===== src/rtl/slt_pkg.sv =====
`timescale 1ns / 1ps
package slt_pkg;
   localparam int POS_BITS_DEF = 32;
   localparam int LINE_BITS_DEF = 24;
   localparam int LEN_BITS_DEF = 16;
   localparam int KEYWORD_MAX_DEF = 6;
   localparam int KW_BITS = 64;

   localparam logic [6:0] K_BANG = 7'd11;
   localparam logic [6:0] K_STAR = 7'd25;
   localparam logic [6:0] K_MINUS = 7'd37;
   localparam logic [6:0] K_SLASH = 7'd41;
   localparam logic [6:0] K_SLASH_EQ = 7'd42;
   localparam logic [6:0] K_DOT = 7'd43;
   localparam logic [6:0] K_STRING = 7'd44;
   localparam logic [6:0] K_NUMBER = 7'd45;
   localparam logic [6:0] K_IDENT = 7'd46;
   localparam logic [6:0] K_KW0 = 7'd47;
   localparam logic [6:0] K_ERROR = 7'd63;
   localparam logic [6:0] K_EOF = 7'd64;

   localparam logic [1:0] ERR_NONE = 2'd0;
   localparam logic [1:0] ERR_CHAR = 2'd1;
   localparam logic [1:0] ERR_STR = 2'd2;

   // keyword text right-aligned, with length
   function automatic logic [KW_BITS-1:0] kw_text(input logic [3:0] i);
      logic [KW_BITS-1:0] t;
      begin
         unique case (i)
            4'd0: t = 64'h616e64;
            4'd1: t = 64'h636c617373;
            4'd2: t = 64'h656c7365;
            4'd3: t = 64'h66616c7365;
            4'd4: t = 64'h66756e63;
            4'd5: t = 64'h666f72;
            4'd6: t = 64'h6966;
            4'd7: t = 64'h6e6f6e65;
            4'd8: t = 64'h6f72;
            4'd9: t = 64'h7072696e74;
            4'd10: t = 64'h72657475726e;
            4'd11: t = 64'h7375706572;
            4'd12: t = 64'h74686973;
            4'd13: t = 64'h74727565;
            4'd14: t = 64'h766172;
            default: t = 64'h7768696c65;
         endcase
         return t;
      end
   endfunction

   function automatic logic [3:0] kw_len(input logic [3:0] i);
      logic [3:0] n;
      begin
         unique case (i)
            4'd0, 4'd5, 4'd14: n = 4'd3;
            4'd6, 4'd8: n = 4'd2;
            4'd1, 4'd3, 4'd9, 4'd11, 4'd15: n = 4'd5;
            4'd10: n = 4'd6;
            default: n = 4'd4;
         endcase
         return n;
      end
   endfunction

   typedef struct packed {
      logic [6:0] kind;
      logic [1:0] err;
      logic       flt;
      logic       last;
   } tok_ctl_type;
endpackage


===== src/rtl/slt_front.sv =====
`timescale 1ns / 1ps
module slt_front #(
   parameter int POS_BITS = slt_pkg::POS_BITS_DEF,
   parameter int LINE_BITS = slt_pkg::LINE_BITS_DEF,
   parameter int LEN_BITS = slt_pkg::LEN_BITS_DEF,
   parameter int KEYWORD_MAX = slt_pkg::KEYWORD_MAX_DEF
) (
   input  logic                 clock,
   input  logic                 reset,
   input  logic                 in_valid,
   input  logic [7:0]           in_ch,
   input  logic                 in_end,
   output logic                 in_ready,
   output logic [1:0]           o_cnt,
   output slt_pkg::tok_ctl_type o_ctl  [3],
   output logic [POS_BITS-1:0]  o_start[3],
   output logic [LEN_BITS-1:0]  o_len  [3],
   output logic [LINE_BITS-1:0] o_line [3],
   input  logic                 o_room
);
   localparam int WB = 8 * KEYWORD_MAX;
   typedef enum logic [3:0] {
      M_IDLE, M_OP, M_SLASH, M_DOT, M_INT, M_INTDOT, M_FRAC, M_IDENT, M_STRING, M_COMMENT
   } mode_type;

   mode_type             mode_ff, m;
   logic [7:0]           pend_ff, pend;
   logic [WB-1:0]        word_ff, word;
   logic [LEN_BITS-1:0]  len_ff, len;
   logic [POS_BITS-1:0]  start_ff, start, pos_ff;
   logic [LINE_BITS-1:0] line_ff, line;
   logic                 dot_ff, dot;
   logic [1:0]           n;
   slt_pkg::tok_ctl_type ctl[3];
   logic [POS_BITS-1:0]  st[3];
   logic [LEN_BITS-1:0]  ln[3];
   logic [LINE_BITS-1:0] li[3];
   logic                 fire;
   logic [7:0]           c;
   logic                 restart;

   assign in_ready = o_room;
   assign fire = in_valid & o_room;
   assign c = in_ch;

   function automatic logic is_dig(input logic [7:0] x);
      return x >= 8'h30 && x <= 8'h39;
   endfunction
   function automatic logic is_alp(input logic [7:0] x);
      return (x >= 8'h61 && x <= 8'h7a) || (x >= 8'h41 && x <= 8'h5a) || x == 8'h5f;
   endfunction
   function automatic logic [LEN_BITS-1:0] sat(input logic [LEN_BITS-1:0] v,
                                                input logic [1:0] by);
      logic [LEN_BITS:0] s;
      begin
         s = {1'b0, v} + {{(LEN_BITS-1){1'b0}}, by};
         return s[LEN_BITS] ? {LEN_BITS{1'b1}} : s[LEN_BITS-1:0];
      end
   endfunction
   // operator class: 0 none, 1 two-way, 2 three-way, 3 minus
   function automatic logic [1:0] op_cls(input logic [7:0] x, output logic [6:0] base);
      logic [1:0] r;
      begin
         r = 2'd1;
         base = 7'd0;
         unique case (x)
            8'h21: base = slt_pkg::K_BANG;
            8'h3d: base = slt_pkg::K_BANG + 7'd2;
            8'h3c: base = slt_pkg::K_BANG + 7'd4;
            8'h3e: base = slt_pkg::K_BANG + 7'd6;
            8'h25: base = slt_pkg::K_BANG + 7'd8;
            8'h5e: base = slt_pkg::K_BANG + 7'd10;
            8'h7e: base = slt_pkg::K_BANG + 7'd12;
            8'h2a: begin r = 2'd2; base = slt_pkg::K_STAR; end
            8'h26: begin r = 2'd2; base = slt_pkg::K_STAR + 7'd3; end
            8'h7c: begin r = 2'd2; base = slt_pkg::K_STAR + 7'd6; end
            8'h2b: begin r = 2'd2; base = slt_pkg::K_STAR + 7'd9; end
            8'h2d: begin r = 2'd3; base = slt_pkg::K_MINUS; end
            default: r = 2'd0;
         endcase
         return r;
      end
   endfunction

   always_comb begin
      logic [6:0] base, kk, sk;
      logic [1:0] cls, off;
      logic       done, sgl;
      logic [slt_pkg::KW_BITS-1:0] wv;
      m = mode_ff; pend = pend_ff; word = word_ff; len = len_ff; start = start_ff;
      line = line_ff; dot = dot_ff; n = 2'd0; restart = 1'b0;
      base = 7'd0; kk = slt_pkg::K_IDENT; off = 2'd0; sgl = 1'b0; sk = 7'd0;
      cls = 2'd0; done = 1'b0;
      wv = slt_pkg::KW_BITS'(word_ff);
      for (int i = 0; i < 3; i++) begin
         ctl[i] = '0; st[i] = start_ff; ln[i] = len_ff; li[i] = line_ff;
      end
      for (int k = 15; k >= 0; k--)
         if (len_ff <= LEN_BITS'(KEYWORD_MAX) && len_ff == LEN_BITS'(slt_pkg::kw_len(4'(k)))
             && wv == slt_pkg::kw_text(4'(k)))
            kk = slt_pkg::K_KW0 + 7'(k);
      cls = op_cls(pend_ff, base);
      if (in_end) begin
         unique case (mode_ff)
            M_OP: begin ctl[0].kind = base; ln[0] = LEN_BITS'(1); n = 2'd1; end
            M_SLASH: begin ctl[0].kind = slt_pkg::K_SLASH; ln[0] = LEN_BITS'(1); n = 2'd1; end
            M_DOT: begin ctl[0].kind = slt_pkg::K_DOT; ln[0] = LEN_BITS'(1); n = 2'd1; end
            M_INT, M_FRAC: begin
               ctl[0].kind = slt_pkg::K_NUMBER; ctl[0].flt = dot_ff; n = 2'd1;
            end
            M_INTDOT: begin
               ctl[0].kind = slt_pkg::K_NUMBER; ctl[0].flt = dot_ff;
               ctl[1].kind = slt_pkg::K_DOT; st[1] = pos_ff - POS_BITS'(1);
               ln[1] = LEN_BITS'(1); n = 2'd2;
            end
            M_IDENT: begin ctl[0].kind = kk; n = 2'd1; end
            M_STRING: begin
               ctl[0].kind = slt_pkg::K_ERROR; ctl[0].err = slt_pkg::ERR_STR; n = 2'd1;
            end
            default: ;
         endcase
         ctl[n].kind = slt_pkg::K_EOF; st[n] = pos_ff; ln[n] = '0;
         n = n + 2'd1;
      end else begin
         restart = (mode_ff == M_IDLE);
         unique case (mode_ff)
            M_OP: begin
               m = M_IDLE;
               unique case (cls)
                  2'd1: off = (c == 8'h3d) ? 2'd1 : 2'd0;
                  2'd2: off = (c == pend_ff) ? 2'd1 : (c == 8'h3d) ? 2'd2 : 2'd0;
                  2'd3: off = (c == 8'h2d) ? 2'd1 : (c == 8'h3e) ? 2'd2 :
                              (c == 8'h3d) ? 2'd3 : 2'd0;
                  default: off = 2'd0;
               endcase
               ctl[0].kind = base + 7'(off);
               ln[0] = (off != 2'd0) ? LEN_BITS'(2) : LEN_BITS'(1);
               n = 2'd1; restart = (off == 2'd0);
            end
            M_SLASH: begin
               if (c == 8'h2f) m = M_COMMENT;
               else begin
                  m = M_IDLE; n = 2'd1;
                  if (c == 8'h3d) begin
                     ctl[0].kind = slt_pkg::K_SLASH_EQ; ln[0] = LEN_BITS'(2);
                  end else begin
                     ctl[0].kind = slt_pkg::K_SLASH; ln[0] = LEN_BITS'(1); restart = 1'b1;
                  end
               end
            end
            M_DOT: begin
               if (is_dig(c)) begin m = M_FRAC; dot = 1'b1; len = sat(len_ff, 2'd1); end
               else begin
                  m = M_IDLE; ctl[0].kind = slt_pkg::K_DOT; ln[0] = LEN_BITS'(1);
                  n = 2'd1; restart = 1'b1;
               end
            end
            M_INT, M_FRAC: begin
               if (is_dig(c)) len = sat(len_ff, 2'd1);
               else if (c == 8'h2e && mode_ff == M_INT) m = M_INTDOT;
               else begin
                  m = M_IDLE; ctl[0].kind = slt_pkg::K_NUMBER; ctl[0].flt = dot_ff;
                  n = 2'd1; restart = 1'b1;
               end
            end
            M_INTDOT: begin
               if (is_dig(c)) begin m = M_FRAC; dot = 1'b1; len = sat(len_ff, 2'd2); end
               else begin
                  m = M_IDLE; ctl[0].kind = slt_pkg::K_NUMBER; ctl[0].flt = dot_ff;
                  ctl[1].kind = slt_pkg::K_DOT; st[1] = pos_ff - POS_BITS'(1);
                  ln[1] = LEN_BITS'(1); n = 2'd2; restart = 1'b1;
               end
            end
            M_IDENT: begin
               if (is_alp(c) || is_dig(c)) begin
                  if (len_ff < LEN_BITS'(KEYWORD_MAX)) word = {word_ff[WB-9:0], c};
                  len = sat(len_ff, 2'd1);
               end else begin
                  m = M_IDLE; ctl[0].kind = kk; n = 2'd1; restart = 1'b1;
               end
            end
            M_STRING: begin
               len = sat(len_ff, 2'd1);
               if (c == 8'h22) begin
                  m = M_IDLE; ctl[0].kind = slt_pkg::K_STRING; ln[0] = len; n = 2'd1;
               end else if (c == 8'h0a) line = line_ff + LINE_BITS'(1);
            end
            M_COMMENT: if (c == 8'h0a) begin m = M_IDLE; restart = 1'b1; end
            default: begin m = M_IDLE; restart = 1'b1; end
         endcase
         if (restart) begin
            start = pos_ff; len = LEN_BITS'(1); dot = 1'b0; word = '0; m = M_IDLE;
            sgl = 1'b1;
            unique case (c)
               8'h28: sk = 7'd0;  8'h29: sk = 7'd1;  8'h7b: sk = 7'd2;  8'h7d: sk = 7'd3;
               8'h5b: sk = 7'd4;  8'h5d: sk = 7'd5;  8'h2c: sk = 7'd6;  8'h3b: sk = 7'd7;
               8'h3a: sk = 7'd8;  8'h40: sk = 7'd9;  8'h3f: sk = 7'd10;
               default: sgl = 1'b0;
            endcase
            done = 1'b1;
            if (sgl) begin
               ctl[n].kind = sk; st[n] = pos_ff; ln[n] = LEN_BITS'(1); n = n + 2'd1;
            end else if (op_cls(c, base) != 2'd0) begin m = M_OP; pend = c; end
            else if (c == 8'h2f) m = M_SLASH;
            else if (c == 8'h2e) m = M_DOT;
            else if (c == 8'h22) m = M_STRING;
            else if (c == 8'h20 || c == 8'h0d || c == 8'h09) done = 1'b1;
            else if (c == 8'h0a) line = line_ff + LINE_BITS'(1);
            else if (is_dig(c)) m = M_INT;
            else if (is_alp(c)) begin m = M_IDENT; word = WB'(c); end
            else begin
               ctl[n].kind = slt_pkg::K_ERROR; ctl[n].err = slt_pkg::ERR_CHAR;
               st[n] = pos_ff; ln[n] = LEN_BITS'(1); n = n + 2'd1;
            end
         end
      end
      for (int i = 0; i < 3; i++) if (2'(i) + 2'd1 == n) ctl[i].last = done | 1'b1;
   end

   always_ff @(posedge clock) begin
      if (reset) begin
         mode_ff <= M_IDLE; pend_ff <= '0; word_ff <= '0; len_ff <= '0; start_ff <= '0;
         pos_ff <= '0; line_ff <= LINE_BITS'(1); dot_ff <= 1'b0;
      end else if (fire) begin
         if (in_end) begin
            mode_ff <= M_IDLE; pend_ff <= '0; word_ff <= '0; len_ff <= '0; start_ff <= '0;
            pos_ff <= '0; line_ff <= LINE_BITS'(1); dot_ff <= 1'b0;
         end else begin
            mode_ff <= m; pend_ff <= pend; word_ff <= word; len_ff <= len;
            start_ff <= start; pos_ff <= pos_ff + POS_BITS'(1); line_ff <= line;
            dot_ff <= dot;
         end
      end
   end

   always_comb begin
      o_cnt = fire ? n : 2'd0;
      for (int i = 0; i < 3; i++) begin
         o_ctl[i] = ctl[i]; o_start[i] = st[i]; o_len[i] = ln[i];
         o_line[i] = li[i];
      end
   end
endmodule


===== src/rtl/slt_back.sv =====
`timescale 1ns / 1ps
module slt_back #(
   parameter int POS_BITS = slt_pkg::POS_BITS_DEF,
   parameter int LINE_BITS = slt_pkg::LINE_BITS_DEF,
   parameter int LEN_BITS = slt_pkg::LEN_BITS_DEF
) (
   input  logic                 clock,
   input  logic                 reset,
   input  logic [1:0]           i_cnt,
   input  slt_pkg::tok_ctl_type i_ctl  [3],
   input  logic [POS_BITS-1:0]  i_start[3],
   input  logic [LEN_BITS-1:0]  i_len  [3],
   input  logic [LINE_BITS-1:0] i_line [3],
   output logic                 i_room,
   output logic                 out_valid,
   input  logic                 out_ready,
   output slt_pkg::tok_ctl_type out_ctl,
   output logic [POS_BITS-1:0]  out_start,
   output logic [LEN_BITS-1:0]  out_len,
   output logic [LINE_BITS-1:0] out_line
);
   localparam int W = 11 + POS_BITS + LEN_BITS + LINE_BITS;
   localparam int DEPTH = 8;
   logic [W-1:0] q_ff[DEPTH];
   logic [2:0]   wr_ff, rd_ff;
   logic [3:0]   cnt_ff;
   logic         pop;

   assign pop = out_valid & out_ready;
   assign out_valid = cnt_ff != 4'd0;
   assign i_room = cnt_ff <= 4'd5;
   assign {out_ctl, out_start, out_len, out_line} = q_ff[rd_ff];

   always_ff @(posedge clock) begin
      for (int i = 0; i < 3; i++)
         if (2'(i) < i_cnt)
            q_ff[wr_ff + 3'(i)] <= {i_ctl[i], i_start[i], i_len[i], i_line[i]};
      if (reset) begin
         wr_ff <= '0; rd_ff <= '0; cnt_ff <= '0;
      end else begin
         wr_ff <= wr_ff + 3'(i_cnt);
         rd_ff <= rd_ff + 3'(pop);
         cnt_ff <= cnt_ff + 4'(i_cnt) - 4'(pop);
      end
   end
endmodule


===== src/rtl/script_lexer_tokenizer_core.sv =====
`timescale 1ns / 1ps
// Streaming lexer: one source byte per item at one item per cycle, end marker flushes and
// emits end of file. A byte yields up to three tokens into an eight-entry queue; input
// stalls exactly when that queue has fewer than three free entries.
module script_lexer_tokenizer_core #(
   parameter int POS_BITS = slt_pkg::POS_BITS_DEF,
   parameter int LINE_BITS = slt_pkg::LINE_BITS_DEF,
   parameter int LEN_BITS = slt_pkg::LEN_BITS_DEF,
   parameter int KEYWORD_MAX = slt_pkg::KEYWORD_MAX_DEF
) (
   input  logic        clock,
   input  logic        reset,
   input  logic        req_tvalid,
   output logic        req_tready,
   input  logic [7:0]  req_tdata,  // ch
   input  logic        req_tuser,  // end_marker
   output logic        rsp_tvalid,
   input  logic        rsp_tready,
   // kind, err, start_pos, tok_len, line_no, is_float, zero fill
   output logic [((10 + POS_BITS + LEN_BITS + LINE_BITS + 7) / 8) * 8 - 1:0] rsp_tdata,
   output logic        rsp_tlast
);
   localparam int DW = ((10 + POS_BITS + LEN_BITS + LINE_BITS + 7) / 8) * 8;
   localparam int UW = 10 + POS_BITS + LEN_BITS + LINE_BITS;
   logic [1:0]           cnt;
   slt_pkg::tok_ctl_type ctl[3];
   logic [POS_BITS-1:0]  st[3];
   logic [LEN_BITS-1:0]  ln[3];
   logic [LINE_BITS-1:0] li[3];
   logic                 room;
   slt_pkg::tok_ctl_type oc;
   logic [POS_BITS-1:0]  os;
   logic [LEN_BITS-1:0]  ol;
   logic [LINE_BITS-1:0] oli;

   slt_front #(.POS_BITS(POS_BITS), .LINE_BITS(LINE_BITS), .LEN_BITS(LEN_BITS),
      .KEYWORD_MAX(KEYWORD_MAX)) u_front (
      .clock, .reset, .in_valid(req_tvalid), .in_ch(req_tdata), .in_end(req_tuser),
      .in_ready(req_tready), .o_cnt(cnt), .o_ctl(ctl), .o_start(st), .o_len(ln),
      .o_line(li), .o_room(room));

   slt_back #(.POS_BITS(POS_BITS), .LINE_BITS(LINE_BITS), .LEN_BITS(LEN_BITS)) u_back (
      .clock, .reset, .i_cnt(cnt), .i_ctl(ctl), .i_start(st), .i_len(ln), .i_line(li),
      .i_room(room), .out_valid(rsp_tvalid), .out_ready(rsp_tready), .out_ctl(oc),
      .out_start(os), .out_len(ol), .out_line(oli));

   assign rsp_tdata = DW'({oc.flt, oli, ol, os, oc.err, oc.kind});
   assign rsp_tlast = oc.last;

   a_stall: assert property (@(posedge clock) disable iff (reset)
      !req_tready |-> cnt == 2'd0) else $error("tokens pushed while stalled");
   a_eof_last: assert property (@(posedge clock) disable iff (reset)
      rsp_tvalid && oc.kind == slt_pkg::K_EOF |-> rsp_tlast) else $error("eof not last");
   a_width: assert property (@(posedge clock) disable iff (reset)
      rsp_tvalid |-> oc.kind <= slt_pkg::K_EOF && UW <= DW) else $error("bad kind");
endmodule


===== config.mk =====
export PLATFORM = sky130hd
export DESIGN_NAME = script_lexer_tokenizer_core
export DESIGN_NICKNAME = d
export VERILOG_FILES = /design/src/rtl/slt_pkg.sv /design/src/rtl/slt_front.sv /design/src/rtl/slt_back.sv /design/src/rtl/script_lexer_tokenizer_core.sv
export SDC_FILE = /design/constraint.sdc
export NUM_CORES = 2
export LEC_CHECK = 0
export BUFFER_PORTS_ARGS = -buffer_cell sky130_fd_sc_hd__buf_4
export CORE_MARGIN = 4
export CORE_UTILIZATION = 50
export CTS_CLUSTER_SIZE = 25
export DETAILED_ROUTE_END_ITERATION = 10
export GPL_ROUTABILITY_DRIVEN = 0
export PLACE_DENSITY = 0.65
export SKIP_LAST_GASP = 1
export SLEW_MARGIN = 20
export SYNTH_ARGS = -nofsm -noshare
export SYNTH_HDL_FRONTEND = slang
export SYNTH_SLANG_ARGS = --single-unit

===== constraint.sdc =====
create_clock -name clock -period 48.2 [get_ports clock]
set_input_delay 9.64 -clock clock [delete_from_list [all_inputs] [get_ports clock]]
set_output_delay 9.64 -clock clock [all_outputs]
set_load 0.02 [all_outputs]

Yosys cells after proc, flatten, opt, wreduce, memory -nomap -nowiden
Memories as Yosys holds them, arrays and structs flattened. A register that Yosys moved wholly into a read port is not among the register bits. Cells that the tools add are included.

Register bits: 175. Bits in writable memories: 664. Bits of input ports: 13. Output and inout port bits: 91. Word-level logic and storage cells: 440. Memories: 1.

Add/sub/neg operators: 14. Magnitude comparators: 16. Equality and inequality tests: 88. Multiplexer cells: 239. Bitwise gates (word level): 9. Reductions and logical operators: 62.

Memories: u_back.q_ff (words 8, bits a word 83, read ports 1, clocked after memory_dff 1, wr ports 3, line slt_back.sv:24) `logic [W-1:0] q_ff[DEPTH];`.

Operators by type and width (count): $mux 48 (24); $mux 96 (11); $mux 33 (11); $mux 32 (10); $mux 16 (19); $mux 24 (12); $eq 48x31->1 const B (5); $eq 48x39->1 const B (5); $eq 8x6->1 const B (28); $bwmux 96 (2); $eq 48x23->1 const B (3); $bwmux 33 (4); $demux 32 s2 (2); $pmux 16 s4 (2); $eq 48x15->1 const B (2); $eq 8x7->1 const B (12); $mux 5 (16); $pmux 6 s12 (1); $demux 11 s2 (3); $demux 16 s2 (2); $mux 4 (16); $mux 7 (9); $mux 2 (31); $pmux 7 s7 (1); 78 further kinds (197).

Depth between registers and ports, before layout
Word-level depth: 36. Mapped depth: 19.

Hierarchy
Synthesis repeated with hierarchy kept, for this count alone.

Cell total of the unflattened synthesis: 6651. Area, all modules: 58597.4 µm².

By module, submodules not included: slt_back (times used 1, cells each 4694, area each 44745.4 µm², seq. area each 20139.3 µm²); slt_front (times used 1, cells each 1950, area each 13803.2 µm², seq. area each 3303.2 µm²); script_lexer_tokenizer_core (times used 1, cells each 7, area each 48.8 µm², seq. area each 0.0 µm²).

Worst setup path before layout
OpenSTA, ideal clock, no wires.

Path kind: input -> register. From: input req_tdata[4]. To: memory u_back.q_ff[2][0] in the netlist's numbering, enable pin. Arrival: 21.827 ns. Slack: 25.564 ns. Cell stages on the path: 13. Path through: buf_2 -> or4b_1 -> buf_2 -> nor4_1 -> nor3_2 -> and3_1 -> ha_1 -> o211a_1 -> buf_6 -> nor2_1 -> nor2_1 -> o21ai_1 -> o311ai_0.

RTL lines: start, declared (line script_lexer_tokenizer_core.sv:15) `input logic [7:0] req_tdata,`; end, declared (line slt_back.sv:24).

==> impl_metrics.ini <==
[outcome]
status = finished clean

[timing]
tightest_slew_ns = 1.18
slew_headroom_pct = 21.3
slew_violations = 0
finalSetupViolations = 0
setup_tns_ns = 0
min_period_ns = 14.75
rsz0062_at_grt = false
period_share_pct = 30.6
hold_viol = 0
fin_skew_ns = 0.0389
fmax_mhz = 67.8

[cts]
cts_tree = built
htreeDepth = 3
cts-root-buf = clkbuf_16
clockBufferDepth = 3
clock_latency_ns = 0.69
cts_resized = 0
cts_made_buffers = 91
hold_buffers = 0
cts.clk_slew.worst_paths_ns = 0.07
clock-sinks = 839
postCtsSetupBuffers = 0

[finish]
layout_common_cells = edfxtp_1, nor2_1, nand2_1
antenna_cells = 0
fin_nets = 4136
layout_commonest_cell = edfxtp_1
final_layout_size_suffix_gt1_share_pct = 18.8
fin_area_um2 = 52200
area_growth_pct = 10.0

[floorplanning]
die_w_um = 316
die_area_um2 = 100000
initial_utilization_pct = 50.7
die_h_um = 316
core_um2 = 93700
num_rows = 112
ios = 104

[detailed_routing]
via_count = 38800
ant_nets = 0
dr.pass1.iters = 8
dr.first_iter.drc_count = 6729
routed_wl_um = 165000
wl_per_cell_um = 30.4
route.detailed.drc = 0
viasPerCell = 7.16

[worst_setup_path]
end_kind = flop
worstReg2RegStart = u_front.mode_ff[3]
crit_chain = buf_4 > or4b_1 > nor4_1 > nor3_2 > and3_1 > ha_1 > o211a_1 > nor2_1 > nor2_1 > o21ai_1 > buf_4 > o221ai_4 > buf_4 > buf_4
rrSetupSlack_ns = 41.82
reg2reg_depth = 13
path_common_cell = buf_4
cp.arrival_ns = 15.04
max_stage_delay_ns = 0.84
r2r-end = u_back.q_ff[7][13]
path_max_fanout = 46
crit_required_ns = 48.49
worstSetupPathType = in -> reg
start_kind = primary input
slowest_stage = buf_4

[job]
cap_violations = 0

[power]
power.density_nw_per_um2 = 42.1
ir_drop_mv = 0.0416
p_leak_uw = 0.0165

[yosys]
synth_seq_area_share_pct = 49.4
syn_avg_cell_area_um2 = 11.4
synth_edf_count = 664
syn-cell-area_um2 = 47500
asyncSetResetFlopFracSynth_pct = 0
netlist_instances = 4183
ys_warn_count = 0
ys_ff_latch = 839
ys_types = 124
synth_ff_type = edfxtp_1

[place]
dp_hpwl_um = 100000
port_buffers = 97
dpl_cell_area_um2 = 49200

[hold_path]
hold_path.class = reg -> reg
min_delay_path_depth = 2
hold_start = u_front.dot_ff
holdPathEnd = u_front.dot_ff

[grt]
grt_pass1_wl_um = 242000
grt_overflow = 0
gr-usage-all-layers_pct = 32.3
antenna_found_initial = 2
grt_max_degree = 107
grt_pass1_vias = 36200
-- flip-flops by register name, summed over array words and instances (netlist names) --
name and cells:
u_back.q_ff 664, u_front.word_ff 48, u_front.line_ff 24, u_front.pos_ff 32
u_front.dot_ff 1, u_front.start_ff 32, u_back.cnt_ff 4, u_front.pend_ff 8
u_back.wr_ff 3, u_front.len_ff 16, u_front.mode_ff 4, u_back.rd_ff 3
-- critical path, delay by kind of cell --
kind | cells | cell delay [ns]
buffers and inverters | 4 | 1.85
and+or+nand+nor | 6 | 2.05
AOI/OAI and AO/OA | 3 | 1.08
adders and majority gates | 1 | 0.36
-- kinds of logic (layout without fill, tap and decap cells) --
logic type | after synthesis | after routing | synth area share [%]
AND/OR/NAND/NOR | 1343 | 1343 | 13.7
AO/OA/AOI/OAI | 1135 | 1135 | 18.3
flip-flops | 839 | 839 | 49.4
buffers and inverters | 429 | 413 | 3.95
multiplexers | 338 | 338 | 12.6
XOR/XNOR | 68 | 68 | 1.25
adder cells (fa/ha/maj) | 30 | 30 | 0.838
other | 1 | 6 | 0.00790
-- cell type report --
type	count	area, um^2
Multi-Input combinational cell	2920	22600
Clock inverter	44	482
Sequential cell	839	23500
Tap cell	1254	1570
Timing Repair Buffer	188	1440
Clock buffer	128	2550
Inverter	53	199
Fill cell	7857	41500
-- cells in the mapped netlist (all sizes together), types with 19 or more instances --
library cell,n,area (um^2)
edfxtp,664,19900
nor2,400,1520
nand2,390,1480
clkbuf,222,835
o21ai,209,1070
dfxtp,175,3500
mux4,166,3740
a21oi,157,812
o221ai,156,1390
buf,154,841
mux2,113,1270
a22oi,110,826
nand3,100,521
a221oi,84,880
nor3,76,390
o2bb2ai,69,604
o22ai,61,407
mux2i,59,977
and2,51,319
inv,51,191
nand2b,51,327
nand4,47,300
nor4,46,294
a31oi,40,280
xnor2,39,342
a22o,29,254
o211ai,29,307
xor2,29,254
ha,27,338
nor2b,26,163
and3,24,150
or3,22,138
a211oi,20,165
o31ai,19,153
-- per-stage QoR --
step | setup slack [ns] | util, % | hold WS [ns] | total power (uW) | instances
after floorplan | 25.56 | - | 0.480 | 1300 | 4188
after global placement | 32.98 | 52.4 | 0.498 | 1490 | 5252
after detailed placement | 32.86 | 52.4 | 0.504 | 1500 | 5252
after CTS | 33.58 | 55.7 | 0.518 | 2200 | 5424
after global routing | 33.23 | 55.7 | 0.557 | 2270 | 5426
final | 33.45 | 55.7 | 0.529 | 2200 | 5426
-- layer usage --
| layer | global-route usage [%] | up-vias | wire (um) |
|---|---|---|---|
| met3 | 9.22 | 595 | 23200 |
| met4 | 12.4 | 2 | 8030 |
| met5 | 0 | - | 13 |
| met2 | 47.5 | 2960 | 70200 |
| met1 | 45.7 | 19000 | 63500 |
| li1 | - | 16300 | - |
-- worst max-delay path by stage --
stage	from	slack [ns]	endpoint
after floorplan	req_tdata[4]	25.56	u_back.q_ff[2][0]
after global placement	req_tdata[4]	32.98	u_back.q_ff[4][22]
after detailed placement	req_tdata[4]	32.86	u_back.q_ff[4][20]
after CTS	req_tdata[4]	33.58	u_back.q_ff[4][72]
after global routing	req_tdata[4]	33.23	u_back.q_ff[7][46]
final	req_tdata[4]	33.45	u_back.q_ff[7][13]
-- power by group --
part,switching [uW],leakage (uW),internal [uW]
Sequential,31.9,0.00757,858
Combinational,369,0.00750,234
Clock,305,0.00145,400
Power figures use the tool's default switching activity.
